===== src/rtl/core/dls_pkg.sv =====
// ---------------------------------------------------------------------------
// dls_pkg: shared types, codes and table math for the dense sigmoid layer
// Command and register codes, pipeline tag structs, saturating add and the
// sigmoid table entry function used to build the lookup ROM.
// ---------------------------------------------------------------------------
package dls_pkg;

  localparam int OUT_MAX_DEF     = 32;
  localparam int IN_MAX_DEF      = 1024;
  localparam int SIG_ENTRIES_DEF = 256;

  localparam int NEURON_W = 5;
  localparam int VALUE_W  = 16;
  localparam int ACT_W    = 13;
  localparam int ACC_W    = 40;

  localparam logic [1:0] CMD_WEIGHT = 2'd0;
  localparam logic [1:0] CMD_BIAS   = 2'd1;
  localparam logic [1:0] CMD_ACT    = 2'd2;

  localparam logic REG_OUT_COUNT = 1'b0;
  localparam logic REG_IN_COUNT  = 1'b1;

  localparam logic [5:0]  OUT_COUNT_RST = 6'd10;
  localparam logic [10:0] IN_COUNT_RST  = 11'd784;

  // One multiply-accumulate slot travelling down the pipeline
  typedef struct packed {
    logic                valid;
    logic                first;
    logic                last;
    logic                fin;
    logic                zero;
    logic [NEURON_W-1:0] row;
  } slot_t;

  // One finished row sum
  typedef struct packed {
    logic                valid;
    logic                fin;
    logic [NEURON_W-1:0] row;
  } res_t;

  function automatic logic signed [ACC_W-1:0] sat_add(input logic signed [ACC_W-1:0] a,
                                                      input logic signed [ACC_W-1:0] b);
    logic signed [ACC_W:0] s;
    logic signed [ACC_W-1:0] r;
    s = {a[ACC_W-1], a} + {b[ACC_W-1], b};
    if (s[ACC_W] != s[ACC_W-1]) begin
      r = s[ACC_W] ? {1'b1, {(ACC_W-1){1'b0}}} : {1'b0, {(ACC_W-1){1'b1}}};
    end else begin
      r = s[ACC_W-1:0];
    end
    return r;
  endfunction

  // Sigmoid of a Q4.12 input, Q4.12 result 0..4096; elaboration use only
  function automatic logic [ACT_W-1:0] sig_value(input longint xq);
    longint unsigned one;
    longint unsigned ax;
    longint unsigned y;
    longint unsigned t2;
    longint unsigned t3;
    longint unsigned t4;
    longint unsigned r;
    longint unsigned den;
    longint unsigned num;
    longint unsigned rem;
    longint unsigned q;
    logic [ACT_W-1:0] sig;
    one = 64'd1 << 30;
    ax  = (xq < 0) ? longint'(-xq) : longint'(xq);
    y   = ax << 10;
    t2  = ((y * y) >> 30) / 2;
    t3  = ((t2 * y) >> 30) / 3;
    t4  = ((t3 * y) >> 30) / 4;
    r   = one - y + t2 - t3 + t4;
    for (int k = 0; k < 8; k++) begin
      r = (r * r + (one >> 1)) >> 30;
    end
    den = one + r;
    num = (64'd4096 << 30) + (den >> 1);
    rem = 0;
    q   = 0;
    for (int i = 43; i >= 0; i--) begin
      rem = (rem << 1) | ((num >> i) & 64'd1);
      if (rem >= den) begin
        rem = rem - den;
        q   = q | (64'd1 << i);
      end
    end
    sig = ACT_W'(q);
    return (xq >= 0) ? sig : ACT_W'(13'd4096 - sig);
  endfunction

endpackage


===== src/rtl/core/dls_sigmoid.sv =====
// ---------------------------------------------------------------------------
// dls_sigmoid: clamp, table index and sigmoid lookup
// Clamps the Q16.24 row total to the Q4.12 range, scales it to a table index
// and drives the registered result word.
// ---------------------------------------------------------------------------
module dls_sigmoid #(
  parameter int SIG_ENTRIES = dls_pkg::SIG_ENTRIES_DEF
) (
  input  logic                                clk,
  input  logic                                rst,
  input  dls_pkg::res_t                       res,
  input  logic signed [dls_pkg::ACC_W-1:0]    total,
  output logic                                strobe,
  output logic [dls_pkg::NEURON_W-1:0]        neuron,
  output logic [dls_pkg::ACT_W-1:0]           activation,
  output logic                                final_res
);

  localparam int AW    = dls_pkg::ACC_W;
  localparam int IDX_W = $clog2(SIG_ENTRIES);
  localparam int PW    = 16 + $clog2(SIG_ENTRIES + 1);

  logic [dls_pkg::ACT_W-1:0] sig_rom [SIG_ENTRIES];
  logic [27:0]               xc;
  logic [15:0]               u;
  logic [PW-1:0]             scaled;
  logic [IDX_W-1:0]          idx;
  dls_pkg::res_t             res_q;

  for (genvar g = 0; g < SIG_ENTRIES; g++) begin : g_rom
    localparam longint XQ = ((longint'(g) * 65536) / SIG_ENTRIES) - 32768;
    assign sig_rom[g] = dls_pkg::sig_value(XQ);
  end

  always_comb begin
    if (total > AW'(signed'(28'sh7FF_FFFF))) begin
      xc = 28'h7FF_FFFF;
    end else if (total < AW'(signed'(28'sh800_0000))) begin
      xc = 28'h800_0000;
    end else begin
      xc = total[27:0];
    end
    // offset by 2^27 and drop the fraction below Q4.12
    u      = {~xc[27], xc[26:12]};
    scaled = PW'(u) * PW'(SIG_ENTRIES);
  end

  always_ff @(posedge clk) begin
    idx <= IDX_W'(scaled >> 16);
  end

  always_ff @(posedge clk) begin
    if (rst) begin
      res_q  <= '0;
      strobe <= 1'b0;
    end else begin
      res_q  <= res;
      strobe <= res_q.valid;
    end
  end

  always_ff @(posedge clk) begin
    activation <= sig_rom[idx];
    neuron     <= res_q.row;
    final_res  <= res_q.fin;
  end

endmodule


===== config.mk =====
export PLATFORM = sky130hd
export DESIGN_NAME = dls_sigmoid
export DESIGN_NICKNAME = d
export VERILOG_FILES = /design/src/rtl/core/dls_pkg.sv /design/src/rtl/core/dls_sigmoid.sv
export SDC_FILE = /design/constraint.sdc
export NUM_CORES = 1
export LEC_CHECK = 0
export ABC_AREA = 1
export BUFFER_PORTS_ARGS = -buffer_cell sky130_fd_sc_hd__buf_2
export CAP_MARGIN = 10
export CORE_MARGIN = 8
export CORE_UTILIZATION = 52
export DETAILED_ROUTE_END_ITERATION = 8
export PLACE_DENSITY = 0.76
export SLEW_MARGIN = 20
export SYNTH_ARGS = -nofsm -noshare
export SYNTH_HDL_FRONTEND = slang
export SYNTH_SLANG_ARGS = --single-unit

===== constraint.sdc =====
create_clock -name clk -period 5.76 [get_ports clk]
set_input_delay 0.288 -clock clk [delete_from_list [all_inputs] [get_ports clk]]
set_output_delay 0.288 -clock clk [all_outputs]
set_load 0.005 [all_outputs]

Word-level counts from Yosys, hierarchy flattened:

Memories as Yosys holds them, arrays and structs flattened. A register that Yosys moved wholly into a read port is not among the register bits.
Cells that the tools add are included.

* flip-flop bits (word level): 22
* bits in read-only memories: 3328
* input port bits: 49
* memories kept: 1

Memory list
* (name not given): depth 256, width 13, read ports 1, clocked after Yosys merged registers in 1, write ports 0, line dls_sigmoid.sv:63 `activation <= sig_rom[idx];`

* $lt $le $gt $ge: 2
* multiplexer cells: 2
* bitwise logic cells: 2

Operators by type and width (count)
* $mux W28: 2
* $gt A40 B28 Y1 const B: 1
* $lt A40 B28 Y1 const B: 1
* $not A8 Y9: 1
* $not A1 Y1: 1

Depth between registers and ports, before layout:

* depth in word-level cells: 4
* depth in mapped cells: 14
* depth with buffers taken out: 14

Worst setup path before layout:

OpenSTA, ideal clock, no wires.

* path type: register to register
* from: register idx[1]
* to: register activation[1] (netlist bit)
* setup time: 113 ps
* arrival: 1770 ps
* setup slack: 3877 ps
* cell stages (with the launch flop): 14
* path buffers: 0
* period minus slack after synthesis: 1883 ps
* cell sequence: dfxtp_1 > inv_1 > ha_1 > inv_2 > nand2_1 > nand3_1 > nand2_1 > inv_1 > nand2_1 > nand2_1 > nand2_1 > nand2_1 > nor2_1 > nor2_1

* word-level cells in the longest chain between the ends: 1

Ends and longest elaborated chain
* start: declaration: line dls_sigmoid.sv:27 `logic [IDX_W-1:0] idx;`
* start signal: assignment: line dls_sigmoid.sv:49 `idx <= IDX_W'(scaled >> 16);`
* $not A8 Y9 (not written as such): line dls_sigmoid.sv:63
* end: declaration: line dls_sigmoid.sv:15 `output logic [dls_pkg::ACT_W-1:0] activation,`

Every way passes these cells.
A chain may end at the register's enable or synchronous reset.

Final worst setup path:

* from: register idx[1]
* to: register activation[6] (netlist bit)

The elaborated chain is that of the path after synthesis.

==> results by group <==
Logic synthesis
  – Post-Syn Nets: 657
  – Top_reg_cell synth: dfxtp_1
  – Async SR Flop Fraction: 0%
  – Synth top cells by count: nand2_1 (237), nand3_1 (80), nor2_1 (50)
  – Yosys top cell by area: nand2_1
  – Synth Area in Compound Gates: 10.2%
  – Simple-Gate Fraction of Synth Area: 53.1%
  – Post-Synth XOR/XNOR Area: 0%
  – Largest family of logic cells by synthesized area: simple AND/OR/NAND/NOR gates
  – #FFs+latches synth: 34
  – Cell area after synthesis: 0.00332 mm2
  – Top post-synthesis cells by area: nand2_1 (27%), dfxtp_1 (21%), nand3_1 (12%), nor2_1 (5.7%), inv_1 (4.6%)
  – Cells after Synth: 596
  – Most frequent cell after synthesis: nand2_1
  – Top-area cell type share of the netlist area: 26.8%
  – Syn. warnings: 0
  – Synth Area in Adders: 4.52%
  – Post-synthesis average cell area: 5.57 um2
  – EDFF count, synth: 0
  – Post-synthesis mux area share: 0%
  – Synth cell types: 31
  – Register area share after synthesis: 20.5%

Drt
  – Met3 WL post-DR: 1900 um
  – First drt pass iteration count: 5
  – Max layer used: met4
  – Vias per cell: 6.12
  – Antenna Nets Post-Route: 0
  – Routed vias: 4299
  – Post-Route WL: 13200 um
  – Met2 wire len: 5430 um
  – DRT met1 WL: 5020 um
  – Number of remaining DRC errors: 0
  – Initial drt markers: 806
  – Per-cell routed wire length: 18.8 um

Final layout
  – Area Growth Syn to Fin: 7.76%
  – Share of cells above drive strength 1: 13.7%
  – Diodes inserted: 0
  – Layout Nets: 686
  – Fillers: 689

Global route
  – Gr ovfl total: 0
  – Initial antenna violation count: 0
  – Vias in the first global route: 3990
  – Total routing usage reported by global routing: 29.6%
  – First-pass GRT wire length: 20900 um
  – Largest net degree at the start of global routing: 41

Power and ir drop
  – Combinational group share of total power: 40.8%
  – Design Power: 0.000757 W
  – Maximum vdd ir drop: 0.000218 V
  – Reg power frac: 35.3%
  – Clock Power Share: 23.9%
  – Switching Fraction: 41.3%
  – Switching power: 0.000312 W
  – Cell Int Power: 0.000445 W
  – Pwr/cell area: 212 mW/mm2
  – LEAKAGE: 1.95 nW

Clock network
  – H-tree levels: 2
  – Worst-case clock buffer depth: 2
  – CTS resizes: 0
  – Clk sinks: 34
  – Clock-pin slew on the worst setup and hold paths: 70 ps
  – Worst-Skew Late Latency: 290 ps
  – CTS Root Cell: clkbuf_8
  – Num CTS Buffers: 5
  – Hold_buf cts: 0
  – CTS tree: yes
  – # Post-CTS Setup Buffers: 0

Floorplanning
  – FP Rows: 29
  – IO Count: 69
  – Chip width: 95.9 um
  – Initial core utilization: 52.9%
  – Placeable core area: 0.00628 mm2
  – Full die area: 0.00920 mm2
  – Die Height: 95.9 um

Critical path
  – Data required, critical path: 5950 ps
  – CP Capture Type: flop
  – Critical path class: reg -> reg
  – Startpoint types: flop
  – Length in cells of the worst reg-to-reg path: 13
  – CP Max Fanout: 12
  – CP arrival: 3100 ps

STA
  – Worst Tran Pin Value: 1040 ps
  – Fin. Hold Viols: 0
  – Final number of setup-violating endpoints: 0
  – Setup TNS: 0 ps
  – Final Cycle Share: 50.4%
  – Clk_skew: 4.89 ps
  – RSZ-0062 raised after global routing: no
  – Worst slew margin: 30.7%
  – Pins over their slew limit: 0
  – Final worst path period need: 2910 ps
  – Fmax: 0.344 GHz

Placed design
  – PortBufs: 47
  – RePlAce Congestion: 1.05
  – Detailed Place HPWL: 9720 um

Status
  – Status: completed

Run
  – Max-Cap Viols: 0

Min path
  – Min-Delay Path Class: in -> reg
  – Hold Crit Depth: 3
worst paths after layout:
check / from / end / slack (ps)
max: idx[1]$_SDFF_PN1_ / activation[6]$_DFF_P_ / 2850
min: total[23] / idx[3]$_SDFF_PN1_ / 200
max reg2reg: idx[1]$_SDFF_PN1_ / activation[6]$_DFF_P_ / 2850
min reg2reg: res_q[3]$_SDFF_PP0_ / neuron[3]$_DFF_P_ / 330
layout by cell type, fill, tap and decap left out, types with 2 or more instances in the layout:
cell type,synthesis,routed
a21oi_1,18,18
a31oi_1,4,4
buf_2,9,47
buf_4,6,4
clkbuf_8,0,6
dfxtp_1,34,34
ha_1,12,12
inv_1,41,41
inv_2,5,5
inv_4,2,2
nand2_1,237,237
nand2_2,14,14
nand3_1,80,80
nand3b_1,3,3
nand4_1,14,14
nor2_1,50,50
nor2_4,4,4
nor4_1,3,3
o211ai_1,3,3
o21ai_0,16,16
o21ai_1,18,18
cell families (layout without fill, tap and decap cells):
kind of cell    Yosys count  after routing
fa+ha+maj                12             12
flops                    34             34
other cells               1              1
simple gates            408            408
compound gates           63             63
buf+inv                  78            108
state kept, by name (all words and copies together) (netlist names):
signal      flops
neuron          5
strobe          1
activation     12
final_res       1
res_q           7
idx             8
cell type report:
type | instances | area (um2) | area share (%)
clock buffers | 7 | 86.3 | 2.41
clock inverters | 1 | 5.00 | 0.140
inverters | 49 | 189 | 5.28
multi-input cells | 484 | 2250 | 63.0
flip-flops and latches | 34 | 681 | 19.0
well taps | 77 | 96.3 | 2.69
repair buffers | 51 | 265 | 7.42
metrics by stage:
stage                     setup WS [ps]  std cells  util (%)  hold slack (ps)  cell area (um2)
after floorplan                    3880        596         -              310             3320
after global placement             3080        695      55.5              310             3490
after detailed placement           3070        695      55.5              315             3490
after CTS                          3050        703      57.0              199             3580
after global routing               2700        703      57.0              204             3580
final                              2850        703      57.0              196             3580
worst max-delay path: stages (launching register included):
cell and delay (ps):
dfxtp_1 720, inv_1 400, ha_1 530, inv_2 80
nand2_1 210, nand3_1 100, nand2_1 100, inv_1 120
nand2_1 150, nand3_1 130, nand2_1 100, nand3_1 80
nand2_1 80, inv_1 30
power by group through the flow:
| stage | sequential, W | clock (W) | combinational [W] |
|---|---|---|---|
| floorplan | 0.000271 | 0 | 0.000208 |
| global route | 0.000269 | 0.000190 | 0.000336 |
| global placement | 0.000272 | 0 | 0.000294 |
| detailed placement | 0.000272 | 0 | 0.000294 |
| finish | 0.000267 | 0.000181 | 0.000309 |
| CTS | 0.000267 | 0.000182 | 0.000295 |
per-layer routing:
layer | up-vias | GRT usage (%)
li1 | 1978 | -
met1 | 1847 | 38.0
met2 | 393 | 43.2
met3 | 81 | 8.81
met4 | 0 | 16.6
met5 | - | 0
(Power assumes the default switching activity.)
