===== config.mk =====
export PLATFORM = sky130hd
export DESIGN_NAME = dls_mac
export DESIGN_NICKNAME = d
export VERILOG_FILES = /design/src/rtl/core/dls_pkg.sv /design/src/rtl/core/dls_mac.sv
export SDC_FILE = /design/constraint.sdc
export NUM_CORES = 1
export LEC_CHECK = 0
export ABC_AREA = 1
export BUFFER_PORTS_ARGS = -buffer_cell sky130_fd_sc_hd__buf_2
export CAP_MARGIN = 25
export CELL_PAD_IN_SITES_DETAIL_PLACEMENT = 0
export CELL_PAD_IN_SITES_GLOBAL_PLACEMENT = 1
export CORE_MARGIN = 4
export CORE_UTILIZATION = 47
export DETAILED_ROUTE_END_ITERATION = 10
export PLACE_DENSITY = 0.83
export SLEW_MARGIN = 20
export SYNTH_ARGS = -nofsm -noshare
export SYNTH_HDL_FRONTEND = slang
export SYNTH_SLANG_ARGS = --single-unit

===== constraint.sdc =====
create_clock -name clk -period 8.45 [get_ports clk]
set_input_delay 0.845 -clock clk [delete_from_list [all_inputs] [get_ports clk]]
set_output_delay 0.845 -clock clk [all_outputs]
set_load 0.005 [all_outputs]

===== src/rtl/core/dls_pkg.sv =====
// ---------------------------------------------------------------------------
// dls_pkg: shared types, codes and table math for the dense sigmoid layer
// Command and register codes, pipeline tag structs, saturating add and the
// sigmoid table entry function used to build the lookup ROM.
// ---------------------------------------------------------------------------
package dls_pkg;

  localparam int OUT_MAX_DEF     = 32;
  localparam int IN_MAX_DEF      = 1024;
  localparam int SIG_ENTRIES_DEF = 256;

  localparam int NEURON_W = 5;
  localparam int VALUE_W  = 16;
  localparam int ACT_W    = 13;
  localparam int ACC_W    = 40;

  localparam logic [1:0] CMD_WEIGHT = 2'd0;
  localparam logic [1:0] CMD_BIAS   = 2'd1;
  localparam logic [1:0] CMD_ACT    = 2'd2;

  localparam logic REG_OUT_COUNT = 1'b0;
  localparam logic REG_IN_COUNT  = 1'b1;

  localparam logic [5:0]  OUT_COUNT_RST = 6'd10;
  localparam logic [10:0] IN_COUNT_RST  = 11'd784;

  // One multiply-accumulate slot travelling down the pipeline
  typedef struct packed {
    logic                valid;
    logic                first;
    logic                last;
    logic                fin;
    logic                zero;
    logic [NEURON_W-1:0] row;
  } slot_t;

  // One finished row sum
  typedef struct packed {
    logic                valid;
    logic                fin;
    logic [NEURON_W-1:0] row;
  } res_t;

  function automatic logic signed [ACC_W-1:0] sat_add(input logic signed [ACC_W-1:0] a,
                                                      input logic signed [ACC_W-1:0] b);
    logic signed [ACC_W:0] s;
    logic signed [ACC_W-1:0] r;
    s = {a[ACC_W-1], a} + {b[ACC_W-1], b};
    if (s[ACC_W] != s[ACC_W-1]) begin
      r = s[ACC_W] ? {1'b1, {(ACC_W-1){1'b0}}} : {1'b0, {(ACC_W-1){1'b1}}};
    end else begin
      r = s[ACC_W-1:0];
    end
    return r;
  endfunction

  // Sigmoid of a Q4.12 input, Q4.12 result 0..4096; elaboration use only
  function automatic logic [ACT_W-1:0] sig_value(input longint xq);
    longint unsigned one;
    longint unsigned ax;
    longint unsigned y;
    longint unsigned t2;
    longint unsigned t3;
    longint unsigned t4;
    longint unsigned r;
    longint unsigned den;
    longint unsigned num;
    longint unsigned rem;
    longint unsigned q;
    logic [ACT_W-1:0] sig;
    one = 64'd1 << 30;
    ax  = (xq < 0) ? longint'(-xq) : longint'(xq);
    y   = ax << 10;
    t2  = ((y * y) >> 30) / 2;
    t3  = ((t2 * y) >> 30) / 3;
    t4  = ((t3 * y) >> 30) / 4;
    r   = one - y + t2 - t3 + t4;
    for (int k = 0; k < 8; k++) begin
      r = (r * r + (one >> 1)) >> 30;
    end
    den = one + r;
    num = (64'd4096 << 30) + (den >> 1);
    rem = 0;
    q   = 0;
    for (int i = 43; i >= 0; i--) begin
      rem = (rem << 1) | ((num >> i) & 64'd1);
      if (rem >= den) begin
        rem = rem - den;
        q   = q | (64'd1 << i);
      end
    end
    sig = ACT_W'(q);
    return (xq >= 0) ? sig : ACT_W'(13'd4096 - sig);
  endfunction

endpackage


===== src/rtl/core/dls_mac.sv =====
// ---------------------------------------------------------------------------
// dls_mac: multiply, saturating accumulate and bias add
// Three stages: registered product, 40-bit accumulator, row total with bias.
// ---------------------------------------------------------------------------
module dls_mac (
  input  logic                                clk,
  input  logic                                rst,
  input  dls_pkg::slot_t                      slot_in,
  input  logic [dls_pkg::VALUE_W-1:0]         w_rdata,
  input  logic [dls_pkg::VALUE_W-1:0]         a_rdata,
  input  logic [dls_pkg::VALUE_W-1:0]         b_rdata,
  output dls_pkg::res_t                       res,
  output logic signed [dls_pkg::ACC_W-1:0]    total
);

  localparam int AW = dls_pkg::ACC_W;
  localparam int VW = dls_pkg::VALUE_W;

  dls_pkg::slot_t           slot_p;
  dls_pkg::slot_t           slot_a;
  logic signed [2*VW-1:0]   prod;
  logic [VW-1:0]            bias_p;
  logic [VW-1:0]            bias_a;
  logic signed [AW-1:0]     acc;
  logic signed [AW-1:0]     acc_next;
  logic signed [AW-1:0]     prod_ext;
  logic signed [AW-1:0]     bias_ext;

  // Stage 1: product (forced to zero when the row has no columns)
  always_ff @(posedge clk) begin
    if (rst) begin
      slot_p <= '0;
    end else begin
      slot_p <= slot_in;
    end
  end

  always_ff @(posedge clk) begin
    if (slot_in.zero) begin
      prod <= '0;
    end else begin
      prod <= $signed(w_rdata) * $signed(a_rdata);
    end
    bias_p <= b_rdata;
  end

  // Stage 2: accumulate, restart on the first column of a row
  assign prod_ext = {{(AW-2*VW){prod[2*VW-1]}}, prod};
  assign acc_next = dls_pkg::sat_add(slot_p.first ? '0 : acc, prod_ext);

  always_ff @(posedge clk) begin
    if (rst) begin
      slot_a <= '0;
      acc    <= '0;
    end else begin
      slot_a <= slot_p;
      if (slot_p.valid) begin
        acc <= acc_next;
      end
    end
  end

  always_ff @(posedge clk) begin
    bias_a <= bias_p;
  end

  // Stage 3: add the bias scaled to Q16.24 once the row is complete
  assign bias_ext = {{(AW-VW-12){bias_a[VW-1]}}, bias_a, 12'b0};

  always_ff @(posedge clk) begin
    if (rst) begin
      res <= '0;
    end else begin
      res.valid <= slot_a.valid & slot_a.last;
      res.fin   <= slot_a.fin;
      res.row   <= slot_a.row;
    end
  end

  always_ff @(posedge clk) begin
    total <= dls_pkg::sat_add(acc, bias_ext);
  end

endmodule


Word level (Yosys, flattened, before mapping):

Cells that the tools add are included.

* bits in writable memories: 0
* bits in read-only memories: 0
* word-level logic and storage cells: 28
* register bits after elaboration: 168
* input port bits: 60
* output and inout port bits: 47
* memories kept: 0
* latch bits: 0

* divide/modulo/power cells: 0
* bitwise gates (word level): 1
* eq/ne operators: 2
* shift operators: 0
* mux-type cells: 5
* $add $sub $neg: 2
* $lt $le $gt $ge: 0
* reductions and logical operators: 0
* multiply operators: 1

Operators with widths (number)
* 2-to-1 mux 40 bit: 5
* adder 40 x 28 -> 41 bit: 1
* adder 40 x 32 -> 41 bit: 1
* multiplier 16 x 16 -> 32 bit: 1
* != test 1 bit: 2
* bitwise AND 1 bit: 1

Longest topological paths before layout:

* depth after elaboration: 4
* gate-level depth with buffers: 27
* depth with buffers taken out: 25

Worst setup path before layout:

No wires, ideal clock.

* path kind: input port to flip-flop
* start point: in a_rdata[5] (netlist bit)
* end point: reg prod[29]
* path buffers: 2
* setup slack: 2196 ps
* stages: 23
* arrival time: 6141 ps
* cell sequence: clkbuf_1 clkbuf_1 nand2_1 fa_1 inv_1 fa_1 fa_1 fa_1 fa_1 inv_1 fa_1 inv_1 ha_1 nand2_1 nor2_1 and3_1 nand4_1 nand3_1 a21o_1 a21boi_0 nand2_1 nand2_1 nor2_1

* cells in the longest elaborated chain, start to end: 1

RTL lines
* start, declared: line dls_mac.sv:10 `input logic [dls_pkg::VALUE_W-1:0] a_rdata,`
* multiplier 16 x 16 -> 32 bit: line dls_mac.sv:42 `prod <= $signed(w_rdata) * $signed(a_rdata);`
* end signal, assigned: line dls_mac.sv:42
* end, declared: line dls_mac.sv:21 `logic signed [2*VW-1:0] prod;`

Every way passes these cells.
A chain may end at the register's enable or synchronous reset.

Final worst setup path:

* start point: in a_rdata[1] (netlist bit)
* end point: reg prod[29]

Same word-level chain as after synthesis.

==> qor.log <==
qor: status.status completed
qor: synth.mean_syn_cell_area 7.34 um2
qor: floorplan.fp.dieArea 45200 um2
qor: layout.fin_nets 3194
qor: floorplan.ioPinCount 107
qor: clock_tree.cts-root-to-sink-buffers 2
qor: synth.number_of_instances_in_the_synthesized_netlist 2681
qor: layout.final_area 21100 um2
qor: layout.most-common-layout-cells 641 x sky130_fd_sc_hd__nand2_1, 629 x sky130_fd_sc_hd__inv_1, 264 x sky130_fd_sc_hd__fa_1
qor: floorplan.fp.dieW 213 um
qor: synth.synth.top_cells.by_area sky130_fd_sc_hd__fa_1 27%, sky130_fd_sc_hd__dfxtp_1 17%, sky130_fd_sc_hd__nand2_1 12%
qor: global_route.number_of_antenna_violations_at_the_first_check_in_global_routing 0
qor: synth.synth.distinct_cells 44
qor: critical_path.critical_path.startpoint_type input pin
qor: floorplan.dieHeight 213 um
qor: clock_tree.cts_hold_buf 0
qor: timing.finalMaxSlewViolations 0
qor: timing.final.min_clock_period 6.25 ns
qor: layout.n_diodes 0
qor: routing.drt_drc_violations_left 0
qor: synth.syn_nets 3155
qor: place.portBuffers 106
qor: clock_tree.cts_root_buf sky130_fd_sc_hd__clkbuf_16
qor: timing.totalNegativeSetupSlack 0 ns
qor: routing.detail_route.wirelength 51900 um
qor: clock_tree.cts_setup_buffers 0
qor: critical_path.crit_top_cell sky130_fd_sc_hd__fa_1
qor: timing.max_clock_freq 0.160 GHz
qor: clock_tree.clock_insertion_delay_worst_skew 0.45 ns
qor: critical_path.setup_crit_path_kind in2reg
qor: routing.via_to_cell_ratio 4.97
qor: timing.fin_ws 2.20 ns
qor: timing.min_period_over_period 74.0%
qor: layout.layout-area-overhead-vs-synth 7.33%
qor: timing.hold_viol 0
qor: routing.initialDrtViolationCount 972
qor: synth.netlist.area_leader.share 26.9%
qor: clock_tree.numCtsBuffers 17
qor: clock_tree.htreeDepth 4
qor: clock_tree.cts.reportedPaths.clkPinSlew 0.07 ns
qor: synth.synth_area 19700 um2
qor: place.detailedPlacementHpwl 43200 um
qor: global_route.grt.total_usage 23.5%
qor: critical_path.worstSetupEndpointType flip-flop
qor: floorplan.row_count 74
qor: routing.wire_per_inst 15.9 um
qor: clock_tree.clock_tree_from_tritoncts done
qor: global_route.largest_net_degree_at_the_start_of_global_routing 41
qor: floorplan.fp.coreArea 41100 um2
qor: critical_path.critical_path.max_fanout 16
qor: timing.rsz0062_at_grt false
qor: critical_path.critPathSlowestCell sky130_fd_sc_hd__fa_1
qor: routing.drt_pre_antenna_iters 6
qor: routing.routed-via-count 16200
qor: timing.finalSetupViolCount 0
qor: global_route.first_global_vias 16800
qor: floorplan.floorplan.initialDensity 47.9%
qor: flow_run.max_cap_viol 0
qor: global_route.grt_pass1_wl 85300 um
qor: timing.worst_clock_skew 0.00926 ns
qor: place.pre_cts_worst_setup_slack 1.72 ns
qor: clock_tree.number_of_gates_resized_after_cts 0
qor: timing.worst_slew_pin_slew 0.864 ns
qor: layout.final_util 51.4%
qor: timing.relSlewSlack 42.4%
qor: clock_tree.clkSinkCount 168
qor: synth.yosys_synthesis_warning_count 0
qor: critical_path.ordered_list_of_cells_on_the_worst_path buf_2, nand2_1, inv_1, fa_1, fa_1, fa_1, fa_1, fa_1, inv_1, fa_1, inv_1, ha_1, nand2_1, nor2_1, and3_1, nand4_1, nand3_1, a21o_1, a21boi_0, nand2_1, nand2_1, nor2_1
qor: layout.mostFrequentLayoutCell sky130_fd_sc_hd__nand2_1
qor: routing.detail-route-antenna-nets 0
qor: place.placer_congestion_estimate 0.946
qor: synth.synth_seq_cells 168
qor: place.placement.cell_area 20500 um2
qor: layout.layout-drive-gt1-share 6.48%
qor: hold_path.hp_class reg2reg
qor: critical_path.timing.critical_path.slowest_cell_delay 0.88 ns
qor: critical_path.critical_path_arrival 6.60 ns
qor: global_route.grt_overflow_total 0
qor: critical_path.cp_required 8.80 ns
qor: synth.synth_largest_area_cell sky130_fd_sc_hd__fa_1
qor: synth.sequential_area_share_after_synthesis 17.1%
## Yosys cell counts (all sizes together)
library cell	instances
a21boi	6
a21o	17
a21oi	169
a221oi	3
a31o	1
a31oi	7
and2	1
and3	2
buf	18
clkbuf	75
dfxtp	168
fa	264
ha	150
inv	629
nand2	643
nand3	62
nand3b	7
nand4	17
nor2	206
nor3	18
nor4	6
o2111a	1
o211ai	6
o21a	7
o21ai	117
o21bai	9
o311ai	1
o31a	1
or2	8
xnor2	21
xor2	41
## final cells by class
| cell class | instances | area [um2] |
|---|---|---|
| clock inverter | 13 | 159 |
| tap | 532 | 666 |
| sequential | 168 | 3360 |
| multi-input combinational | 1791 | 13500 |
| timing repair buffer | 113 | 591 |
| fill | 4105 | 20000 |
| clock buffer | 19 | 443 |
| inverter | 629 | 2360 |
## sequential cells by signal, summed over array words and instances (netlist names)
| signal | count |
|---|---|
| acc | 40 |
| total | 40 |
| prod | 32 |
| bias_a | 16 |
| bias_p | 16 |
| slot_p | 9 |
| slot_a | 8 |
| res | 7 |
## metal layers
layer / GRT usage [%] / part of all wire [%] / vias to the layer above
li1: - / - / 8121
met1: 29.8 / 44 / 7582
met2: 41.7 / 49 / 418
met3: 2.51 / 4.2 / 113
met4: 8.88 / 3.6 / 0
met5: 0 / 0 / -
## final timing paths
kind	startpoint	end	slack [ns]	cells after the start
worst max-delay path	a_rdata[1]	prod[29]$_SDFF_PP0_	2.20	22
worst min-delay path	bias_p[15]$_DFF_P_	bias_a[15]$_DFF_P_	0.33	0
worst max register to register	slot_p[8]$_SDFF_PP0_	acc[37]$_SDFFE_PP0P_	4.74	16
worst min register to register	bias_p[15]$_DFF_P_	bias_a[15]$_DFF_P_	0.33	0
## critical path: cells and delay by family
| family | cells | cell delay (ns) |
|---|---|---|
| adders and majority gates | 7 | 3.75 |
| and+or+nand+nor | 9 | 1.00 |
| buffers and inverters | 4 | 0.54 |
| AOI/OAI and AO/OA | 2 | 0.47 |
## metrics by stage
step / hold slack [ns] / std cells
after global routing: 0.339 / 3265
after CTS: 0.329 / 3264
final: 0.327 / 3265
after detailed placement: 0.312 / 3232
after floorplan: 0.310 / 2681
after global placement: 0.310 / 3232
## cells by family after synthesis
kind of cell	Yosys count	synth area share, %
AO/OA/AOI/OAI	345	9.88
XOR/XNOR	62	2.76
adder cells (fa/ha/maj)	414	36.4
buffers and inverters	722	14.2
flip-flops	168	17.1
AND/OR/NAND/NOR	970	19.7
Power is left out: the tool's default activity adds up to more than one toggle a clock period on the data nets, which glitch-free logic cannot reach.
